[src/slfd_pkg.sv]
// ----------------------------------------------------------------------------
// slfd_pkg
// Types and constants shared by the sensor log deframer modules.
// ----------------------------------------------------------------------------
package slfd_pkg;

  localparam logic [31:0] HDR_LEN      = 32'd64;
  localparam logic [9:0]  FRM_LAST     = 10'd851;
  localparam logic [32:0] FRM_LEN      = 33'd852;
  localparam logic [15:0] HDR_MAGIC    = 16'hCAFE;
  localparam logic [15:0] FRM_MAGIC    = 16'h5A5A;
  localparam logic [9:0]  IMU_START    = 10'd520;
  localparam logic [9:0]  IMU_END      = 10'd840;
  localparam logic [15:0] IMU_SLOTS    = 16'd20;

  typedef enum logic [1:0] {
    KIND_ADC  = 2'd0,
    KIND_IMU  = 2'd1,
    KIND_SUMM = 2'd2
  } kind_t;

  typedef enum logic [0:0] {
    REG_FILE_LENGTH = 1'b0,
    REG_FRAME_LIMIT = 1'b1
  } reg_idx_t;

  // Classified work from the front part to the back part.
  // A summary that lands on a sample's last byte still counts that sample.
  typedef struct packed {
    kind_t       kind;
    logic [31:0] sample_tick;
    logic [15:0] adc_value;
    logic [95:0] imu;
    logic        summ_good;
    logic        adc_extra;
    logic        imu_extra;
  } cmd_t;

  typedef struct packed {
    logic [1:0]  kind;
    logic [31:0] sample_tick;
    logic [15:0] adc_value;
    logic [15:0] gyro_x;
    logic [15:0] gyro_y;
    logic [15:0] gyro_z;
    logic [15:0] accel_x;
    logic [15:0] accel_y;
    logic [15:0] accel_z;
    logic [15:0] rate_khz;
    logic [31:0] adc_total;
    logic [31:0] imu_total;
  } result_t;

endpackage

[src/slfd_stream_if.sv]
// ----------------------------------------------------------------------------
// slfd_stream_if
// Valid/ready channel carrying a parameterized payload.
// ----------------------------------------------------------------------------
interface slfd_stream_if #(parameter type payload_t = logic [7:0]);
  logic     valid;
  logic     ready;
  payload_t data;
  modport source (output valid, output data, input ready);
  modport sink   (input valid, input data, output ready);
endinterface

[src/sensor_log_frame_deframer_top.sv]
// ----------------------------------------------------------------------------
// sensor_log_frame_deframer_top
// Sensor log deframer: bytes in, ADC/IMU samples and a file summary out.
// ----------------------------------------------------------------------------
// One log byte is taken per clock. Each byte produces at most one result,
// which enters a two-entry queue ahead of a registered output stage, so the
// input keeps flowing while a result waits; input ready drops only when the
// queue is full. A result is written into the queue and then loaded into the
// output register. Program file_length and frame_limit over APB while idle.
module sensor_log_frame_deframer_top (
  input  logic        clk,
  input  logic        rst,
  slfd_stream_if.sink   in_ch,
  slfd_stream_if.source out_ch,
  input  logic        psel,
  input  logic        penable,
  input  logic        pwrite,
  input  logic [2:0]  paddr,
  input  logic [31:0] pwdata,
  output logic [31:0] prdata,
  output logic        pready
);

  logic [31:0] file_length, frame_limit;
  logic        in_fire, cmd_valid, can_take;
  slfd_pkg::cmd_t cmd;
  logic [15:0] rate;

  assign pready      = 1'b1;
  assign in_ch.ready = can_take;
  assign in_fire     = in_ch.valid && can_take;

  // Register file
  always_ff @(posedge clk) begin
    if (rst) begin
      file_length <= '0;
      frame_limit <= '0;
    end else if (psel && penable && pwrite && paddr[1:0] == 2'b00) begin
      unique case (paddr[2])
        slfd_pkg::REG_FILE_LENGTH: file_length <= pwdata;
        slfd_pkg::REG_FRAME_LIMIT: frame_limit <= pwdata;
        default: ;
      endcase
    end
  end

  always_comb begin
    unique case (paddr[2])
      slfd_pkg::REG_FILE_LENGTH: prdata = file_length;
      slfd_pkg::REG_FRAME_LIMIT: prdata = frame_limit;
      default: prdata = '0;
    endcase
  end

  slfd_front u_front (
    .clk, .rst, .in_fire,
    .data_byte (in_ch.data),
    .file_length, .frame_limit,
    .cmd_valid, .cmd,
    .header_rate (rate)
  );

  slfd_back u_back (
    .clk, .rst, .cmd_valid (cmd_valid && in_fire), .cmd, .rate,
    .can_take,
    .out_valid (out_ch.valid),
    .out_ready (out_ch.ready),
    .out_data  (out_ch.data)
  );

endmodule

[src/slfd_front.sv]
// ----------------------------------------------------------------------------
// slfd_front
// Tracks header and frame position, holds partial fields and issues commands.
// ----------------------------------------------------------------------------
module slfd_front (
  input  logic                clk,
  input  logic                rst,
  input  logic                in_fire,
  input  logic [7:0]          data_byte,
  input  logic [31:0]         file_length,
  input  logic [31:0]         frame_limit,
  output logic                cmd_valid,
  output slfd_pkg::cmd_t      cmd,
  output logic [15:0]         header_rate
);

  logic [31:0] byte_position;
  logic [9:0]  frame_byte_index;
  logic        header_good;
  logic        frame_active;
  logic [31:0] frames_done;
  logic        limit_reached;
  logic [15:0] imu_in_frame;
  logic [31:0] tick_base;
  logic [7:0]  held_bytes [15];
  logic [7:0]  adc_idx;

  logic        in_hdr;
  logic [9:0]  rel;
  logic [3:0]  r;
  logic [15:0] slot;
  logic        fits;
  logic        at_end;
  logic        adc_hit;
  logic        imu_hit;

  assign in_hdr = byte_position < slfd_pkg::HDR_LEN;
  assign rel    = frame_byte_index - slfd_pkg::IMU_START;
  assign r      = rel[3:0];
  assign slot   = {10'd0, rel[9:4]};
  assign fits   = ({1'b0, byte_position} + slfd_pkg::FRM_LEN) <= {1'b0, file_length};
  assign at_end = (file_length != 32'd0) && (byte_position == file_length - 32'd1);

  // Last byte of an ADC sample or of a used IMU slot in an active frame
  assign adc_hit = !in_hdr && frame_active && frame_byte_index > 10'd7 &&
                   frame_byte_index < slfd_pkg::IMU_START && frame_byte_index[0];
  assign imu_hit = !in_hdr && frame_active && frame_byte_index >= slfd_pkg::IMU_START &&
                   frame_byte_index < slfd_pkg::IMU_END && r == 4'd15 &&
                   slot < imu_in_frame && slot < slfd_pkg::IMU_SLOTS;

  // Classify the byte and build the command
  always_comb begin
    cmd_valid       = 1'b0;
    cmd             = '0;
    cmd.kind        = slfd_pkg::KIND_ADC;
    cmd.sample_tick = tick_base + {24'd0, adc_idx};
    cmd.adc_value   = {data_byte, held_bytes[0]};
    cmd.imu = {held_bytes[11], held_bytes[10], held_bytes[9], held_bytes[8],
               held_bytes[7], held_bytes[6], held_bytes[5], held_bytes[4],
               held_bytes[3], held_bytes[2], held_bytes[1], held_bytes[0]};
    if (adc_hit) begin
      cmd_valid = 1'b1;
    end else if (imu_hit) begin
      cmd_valid       = 1'b1;
      cmd.kind        = slfd_pkg::KIND_IMU;
      cmd.sample_tick = {data_byte, held_bytes[14], held_bytes[13], held_bytes[12]};
    end
    if (at_end) begin
      cmd_valid      = 1'b1;
      cmd            = '0;
      cmd.kind       = slfd_pkg::KIND_SUMM;
      cmd.summ_good  = (file_length >= slfd_pkg::HDR_LEN) && header_good;
      cmd.adc_extra  = adc_hit;
      cmd.imu_extra  = imu_hit;
    end
  end

  // Advance position and frame state on each accepted byte
  always_ff @(posedge clk) begin
    if (rst) begin
      byte_position    <= '0;
      frame_byte_index <= '0;
      header_good      <= 1'b0;
      frame_active     <= 1'b0;
      frames_done      <= '0;
      limit_reached    <= 1'b0;
      imu_in_frame     <= '0;
      tick_base        <= '0;
      adc_idx          <= '0;
    end else if (in_fire) begin
      if (byte_position != 32'hFFFF_FFFF) byte_position <= byte_position + 32'd1;
      if (in_hdr) begin
        case (byte_position[5:0])
          6'd0: held_bytes[0] <= data_byte;
          6'd1: header_good <= {data_byte, held_bytes[0]} == slfd_pkg::HDR_MAGIC;
          6'd4: held_bytes[4] <= data_byte;
          default: ;
        endcase
      end else begin
        frame_byte_index <= (frame_byte_index >= slfd_pkg::FRM_LAST) ? 10'd0
                            : frame_byte_index + 10'd1;
        if (frame_byte_index == 10'd0) begin
          held_bytes[0] <= data_byte;
          adc_idx       <= '0;
          if (fits && header_good) begin
            if (limit_reached || (frame_limit != 32'd0 && frames_done >= frame_limit)) begin
              limit_reached <= 1'b1;
              frame_active  <= 1'b0;
            end else begin
              frame_active <= 1'b1;
            end
          end else begin
            frame_active <= 1'b0;
          end
        end else if (frame_byte_index == 10'd1) begin
          if (frame_active) begin
            if ({data_byte, held_bytes[0]} == slfd_pkg::FRM_MAGIC)
              frames_done <= frames_done + 32'd1;
            else
              frame_active <= 1'b0;
          end
        end else if (frame_byte_index == 10'd2) begin
          held_bytes[2] <= data_byte;
        end else if (frame_byte_index == 10'd3) begin
          imu_in_frame <= {data_byte, held_bytes[2]};
        end else if (frame_byte_index < 10'd7) begin
          held_bytes[frame_byte_index[3:0]] <= data_byte;
        end else if (frame_byte_index == 10'd7) begin
          tick_base <= {data_byte, held_bytes[6], held_bytes[5], held_bytes[4]};
        end else if (frame_byte_index < slfd_pkg::IMU_START) begin
          if (!frame_byte_index[0]) held_bytes[0] <= data_byte;
          else adc_idx <= adc_idx + 8'd1;
        end else if (frame_byte_index < slfd_pkg::IMU_END) begin
          if (r != 4'd15) held_bytes[r] <= data_byte;
        end
      end
    end
  end

  // Capture the header rate
  always_ff @(posedge clk) begin
    if (rst) header_rate <= '0;
    else if (in_fire && in_hdr && byte_position[5:0] == 6'd5)
      header_rate <= {data_byte, held_bytes[4]};
  end

endmodule

[src/slfd_back.sv]
// ----------------------------------------------------------------------------
// slfd_back
// Two-entry command queue, totals and the registered result stage.
// ----------------------------------------------------------------------------
module slfd_back (
  input  logic               clk,
  input  logic               rst,
  input  logic               cmd_valid,
  input  slfd_pkg::cmd_t     cmd,
  input  logic [15:0]        rate,
  output logic               can_take,
  output logic               out_valid,
  input  logic               out_ready,
  output slfd_pkg::result_t  out_data
);

  slfd_pkg::cmd_t q [2];
  logic [15:0] q_rate [2];
  logic [1:0]  count;
  logic        rd_ptr, wr_ptr;
  logic [31:0] adc_emitted, imu_emitted;
  logic        pop;
  slfd_pkg::cmd_t h;
  slfd_pkg::result_t res_next;
  logic        adc_inc, imu_inc;

  assign can_take = (count != 2'd2);
  assign pop      = (count != 2'd0) && (!out_valid || out_ready);
  assign h        = q[rd_ptr];

  assign adc_inc = (h.kind == slfd_pkg::KIND_ADC) ||
                   (h.kind == slfd_pkg::KIND_SUMM && h.adc_extra);
  assign imu_inc = (h.kind == slfd_pkg::KIND_IMU) ||
                   (h.kind == slfd_pkg::KIND_SUMM && h.imu_extra);

  // Queue bookkeeping
  always_ff @(posedge clk) begin
    if (rst) begin
      count  <= '0;
      rd_ptr <= 1'b0;
      wr_ptr <= 1'b0;
    end else begin
      if (cmd_valid) wr_ptr <= ~wr_ptr;
      if (pop) rd_ptr <= ~rd_ptr;
      count <= count + {1'b0, cmd_valid} - {1'b0, pop};
    end
  end

  always_ff @(posedge clk) begin
    if (cmd_valid) begin
      q[wr_ptr]      <= cmd;
      q_rate[wr_ptr] <= rate;
    end
  end

  // Drive the output register and count emitted samples
  always_ff @(posedge clk) begin
    if (rst) begin
      out_valid   <= 1'b0;
      adc_emitted <= '0;
      imu_emitted <= '0;
    end else begin
      if (pop) out_valid <= 1'b1;
      else if (out_ready) out_valid <= 1'b0;
      if (pop && adc_inc) adc_emitted <= adc_emitted + 32'd1;
      if (pop && imu_inc) imu_emitted <= imu_emitted + 32'd1;
    end
  end

  // Build the result for the head command
  always_comb begin
    res_next      = '0;
    res_next.kind = h.kind;
    unique case (h.kind)
      slfd_pkg::KIND_ADC: begin
        res_next.sample_tick = h.sample_tick;
        res_next.adc_value   = h.adc_value;
      end
      slfd_pkg::KIND_IMU: begin
        res_next.sample_tick = h.sample_tick;
        res_next.gyro_x  = h.imu[15:0];
        res_next.gyro_y  = h.imu[31:16];
        res_next.gyro_z  = h.imu[47:32];
        res_next.accel_x = h.imu[63:48];
        res_next.accel_y = h.imu[79:64];
        res_next.accel_z = h.imu[95:80];
      end
      slfd_pkg::KIND_SUMM: begin
        if (h.summ_good) begin
          res_next.rate_khz  = q_rate[rd_ptr];
          res_next.adc_total = adc_emitted + {31'd0, h.adc_extra};
          res_next.imu_total = imu_emitted + {31'd0, h.imu_extra};
        end
      end
      default: ;
    endcase
  end

  always_ff @(posedge clk) begin
    if (pop) out_data <= res_next;
  end

endmodule
[src/flat_wrapper.sv]
// flat-port wrapper written by rule: the top's interface ports become plain ports
module sensor_log_frame_deframer_top_flat 
  (clk, rst, psel, penable, pwrite, paddr, pwdata, prdata, pready, in_ch_valid, in_ch_data, in_ch_ready, out_ch_valid, out_ch_data, out_ch_ready);
  slfd_stream_if in_ch_i ();
  slfd_stream_if out_ch_i ();
  input  logic clk;
  input  logic rst;
  input  logic psel;
  input  logic penable;
  input  logic pwrite;
  input  logic [2:0] paddr;
  input  logic [31:0] pwdata;
  output logic [31:0] prdata;
  output logic pready;
  input wire logic [$bits(in_ch_i.valid)-1:0] in_ch_valid;
  input wire logic [$bits(in_ch_i.data)-1:0] in_ch_data;
  output wire logic [$bits(in_ch_i.ready)-1:0] in_ch_ready;
  output wire logic [$bits(out_ch_i.valid)-1:0] out_ch_valid;
  output wire logic [$bits(out_ch_i.data)-1:0] out_ch_data;
  input wire logic [$bits(out_ch_i.ready)-1:0] out_ch_ready;
  assign in_ch_i.valid = in_ch_valid;
  assign in_ch_i.data = in_ch_data;
  assign in_ch_ready = in_ch_i.ready;
  assign out_ch_valid = out_ch_i.valid;
  assign out_ch_data = out_ch_i.data;
  assign out_ch_i.ready = out_ch_ready;
  sensor_log_frame_deframer_top u_core (.clk(clk), .rst(rst), .in_ch(in_ch_i), .out_ch(out_ch_i), .psel(psel), .penable(penable), .pwrite(pwrite), .paddr(paddr), .pwdata(pwdata), .prdata(prdata), .pready(pready));
endmodule
[config.mk]
export PLATFORM = sky130hd
export DESIGN_NAME = sensor_log_frame_deframer_top_flat
export DESIGN_NICKNAME = d
export VERILOG_FILES = /design/src/slfd_pkg.sv /design/src/slfd_stream_if.sv /design/src/sensor_log_frame_deframer_top.sv /design/src/slfd_front.sv /design/src/slfd_back.sv /design/src/flat_wrapper.sv
export SDC_FILE = /design/constraint.sdc
export NUM_CORES = 1
export LEC_CHECK = 0
export ABC_AREA = 0
export BUFFER_PORTS_ARGS = -buffer_cell sky130_fd_sc_hd__buf_2
export CORE_ASPECT_RATIO = 2
export CORE_MARGIN = 1
export CORE_UTILIZATION = 50
export DETAILED_ROUTE_END_ITERATION = 10
export PLACE_DENSITY_LB_ADDON = 0.12
export SKIP_CTS_REPAIR_TIMING = 1
export SLEW_MARGIN = 20
export SYNTH_ARGS = -nofsm -noshare
export SYNTH_HDL_FRONTEND = slang
export SYNTH_HIERARCHICAL = 1
export SYNTH_SLANG_ARGS = --single-unit
export TNS_END_PERCENT = 100
[constraint.sdc]
create_clock -name clk -period 20.2 [get_ports clk]
set_input_delay 3.03 -clock clk [delete_from_list [all_inputs] [get_ports clk]]
set_output_delay 3.03 -clock clk [all_outputs]
set_load 0.01 [all_outputs]
==> flow_summary.yaml <==
run_status:
  status: "completed"
route:
  drc: 0
  drt_iter0_markers: 493
  drtPass1Iterations: 5
  routed-wl-met2_um: 20700
  wl_met3_um: 1091
  routed.top_layer: "met4"
  vias_per_cell: 5.760
  wl_met1_um: 12690
  avgRoutedWirePerCell_um: 18.96
  finalWirelength_um: 36770
  postRouteAntennaNets: 0
  vias: 11170
critical_path:
  path_cells: "buf_2, mux2_2, buf_2"
  cpPeakStageDelay_ps: 620
  cp.arrival_ps: 4260
  crit_type: "in -> out"
  critPathMostFrequentCell: "buf_2"
  critical_path.top_delay_family: "buffers and inverters"
  cp_max_fo: 35
  start_kind: "input pin"
  cp.required_ps: 17170
  cp-end-kind: "output pin"
  cp_num_buf_inv: 2
  crit_path_top_delay_cell: "buf_2"
clock_tree:
  cts_tree: "done"
  cts_root_buf: "clkbuf_16"
  path_clk_slew_ps: 70
  numCtsBuffers: 20
  cts_buffer_depth: 3
  cts_sinks: 203
  clock_latency_ps: 520
  cts.htree.levels: 1
floorplan:
  ios: 93
  start_util_pct: 50.79
  die_area_um2: 27390
  die_w_um: 117.5
  num_rows: 84
  core_region_area_um2: 26280
  die_h_um: 233.0
yosys:
  syn_nets: 1713
  synthesis.area_um2: 13350
  avgSynthCellArea_um2: 8.484
  syn_inst: 1573
  ys.warnings.count: 6
sta:
  setup_viol: 0
  fin_crit_ps: 7289
  finalCritPeriodShare_pct: 36.08
  setup_tns_ps: 0
  tightest_slew_ps: 1005
  worst_slack_ps: 12910
  slew_headroom_pct: 32.78
  fmax_ghz: 0.1372
  grt_setup_unrepaired: "false"
  clock_skew_ps: 11.85
  slew_violations: 0
  hold_viol: 0
pwr:
  power_density_nw_per_um2: 60.49
  clkPwrFrac_pct: 46.9
  p_int_mw: 0.6773
  sw_frac_of_total_pct: 22.82
  seq_power_share_pct: 47.3
  pwr-share-comb_pct: 5.9
  netSwitchingPower_mw: 0.2003
  power.leakage_nw: 5.777
  vdd_drop_max_mv: 0.07004
cells_and_area:
  final_util_pct: 55.21
  fin_nets: 1720
  synthToLayoutAreaGrowth_pct: 8.710
  fillCellCount: 2541
  final_cells: 1939
  final_area_um2: 14510
  drive_gt1_share_pct: 11.98
placement:
  gp_congestion: 0.8789
  hpwl_um: 28090
  io_buffer_count: 91
  pre_cts_slack_ps: 12910
  placed_area_um2: 13800
  numPlacedInstances: 1902
global_route:
  grt_pass1_wl_um: 58750
  grt_use_total_pct: 27.23
  first_global_vias: 11240
  overflow: 0
  antenna_found_initial: 1
  grt_max_degree: 97
worst_hold_path:
  hp-class: "reg -> reg"
job:
  cap_violations: 0
## layer usage
metal / global-route usage [%] / vias up
met5: 0 / -
met4: 16.87 / 0
met3: 2.157 / 113
met2: 55.82 / 274
met1: 25.45 / 5304
li1: - / 5478
## layout make-up
| cell class | count | area [um^2] | share of cell area (%) |
|---|---|---|---|
| antenna | 1 | 2.502 | 0.01725 |
| clock buffer | 26 | 554.3 | 3.821 |
| clock inverter | 10 | 155.1 | 1.069 |
| inverter | 97 | 364.1 | 2.510 |
| multi-input combinational | 1163 | 8129 | 56.03 |
| sequential | 203 | 4384 | 30.22 |
| tap | 344 | 430.4 | 2.967 |
| timing repair buffer | 95 | 488.0 | 3.364 |
## power groups by stage
stage / combinational [mW] / clock [mW] / sequential (mW)
after global routing: 0.0559 / 0.434 / 0.415
final: 0.0515 / 0.411 / 0.415
after detailed placement: 0.0514 / 0 / 0.424
after global placement: 0.0506 / 0 / 0.424
after CTS: 0.0516 / 0.419 / 0.415
after floorplan: 0.0345 / 0 / 0.423
## metrics by stage
stage	hold slack, ps	power, mW
after global placement	458.1	0.4745
final	486.4	0.8776
after CTS	487.4	0.8854
after detailed placement	472.9	0.4754
after floorplan	433.8	0.4571
after global routing	489.4	0.9051
## tightest hold or removal path: stages, from the launching register on
cell and delay, ps:
edfxtp_1 320, mux2i_1 60, nor2_1 70
## state kept, by name, summed over array words and instances (netlist names), 10 cells and up, named ones only
register,count
u_core/u_front/imu_in_frame,16
u_core/u_front/frame_byte_index,10
u_core/frame_limit,32
u_core/file_length,32
u_core/u_front/held_bytes,16
u_core/u_front/frames_done,32
u_core/u_front/byte_position,32
## layout by cell type (no fill, tap or decap), types with 6 or more instances in the layout
| cell | n |
|---|---|
| and3_1 | 13 |
| nand2_1 | 72 |
| buf_2 | 90 |
| nor2b_1 | 38 |
| or3_1 | 39 |
| clkbuf_16 | 21 |
| mux2_2 | 36 |
| xor2_1 | 60 |
| nor4_1 | 27 |
| nand3_1 | 54 |
| o211ai_1 | 8 |
| or4_1 | 8 |
| a21oi_1 | 55 |
| a21o_1 | 22 |
| a211oi_1 | 6 |
| nand4b_1 | 7 |
| nand2b_1 | 73 |
| and4_1 | 10 |
| xnor2_1 | 68 |
| o21ai_1 | 11 |
| dfxtp_1 | 171 |
| nor3_1 | 25 |
| nor2_1 | 151 |
| o21ai_0 | 98 |
| and2_1 | 15 |
| nand4_1 | 38 |
| inv_1 | 96 |
| ha_1 | 90 |
| edfxtp_1 | 32 |
| mux2i_1 | 53 |
## path summary, 6_finish.rpt
path / startpoint / end / slack, ps / cells past startpoint
max: paddr[2] / prdata[8] / 12910 / 3
min: u_core/u_front/held_bytes[2][4] / u_core/u_front/imu_in_frame[4] / 490 / 2
max reg2reg: u_core/u_front/byte_position[2] / u_core/u_front/frame_active / 15440 / 17
min reg2reg: u_core/u_front/held_bytes[2][4] / u_core/u_front/imu_in_frame[4] / 490 / 2
No activity file was read; power rests on OpenSTA's default activity.
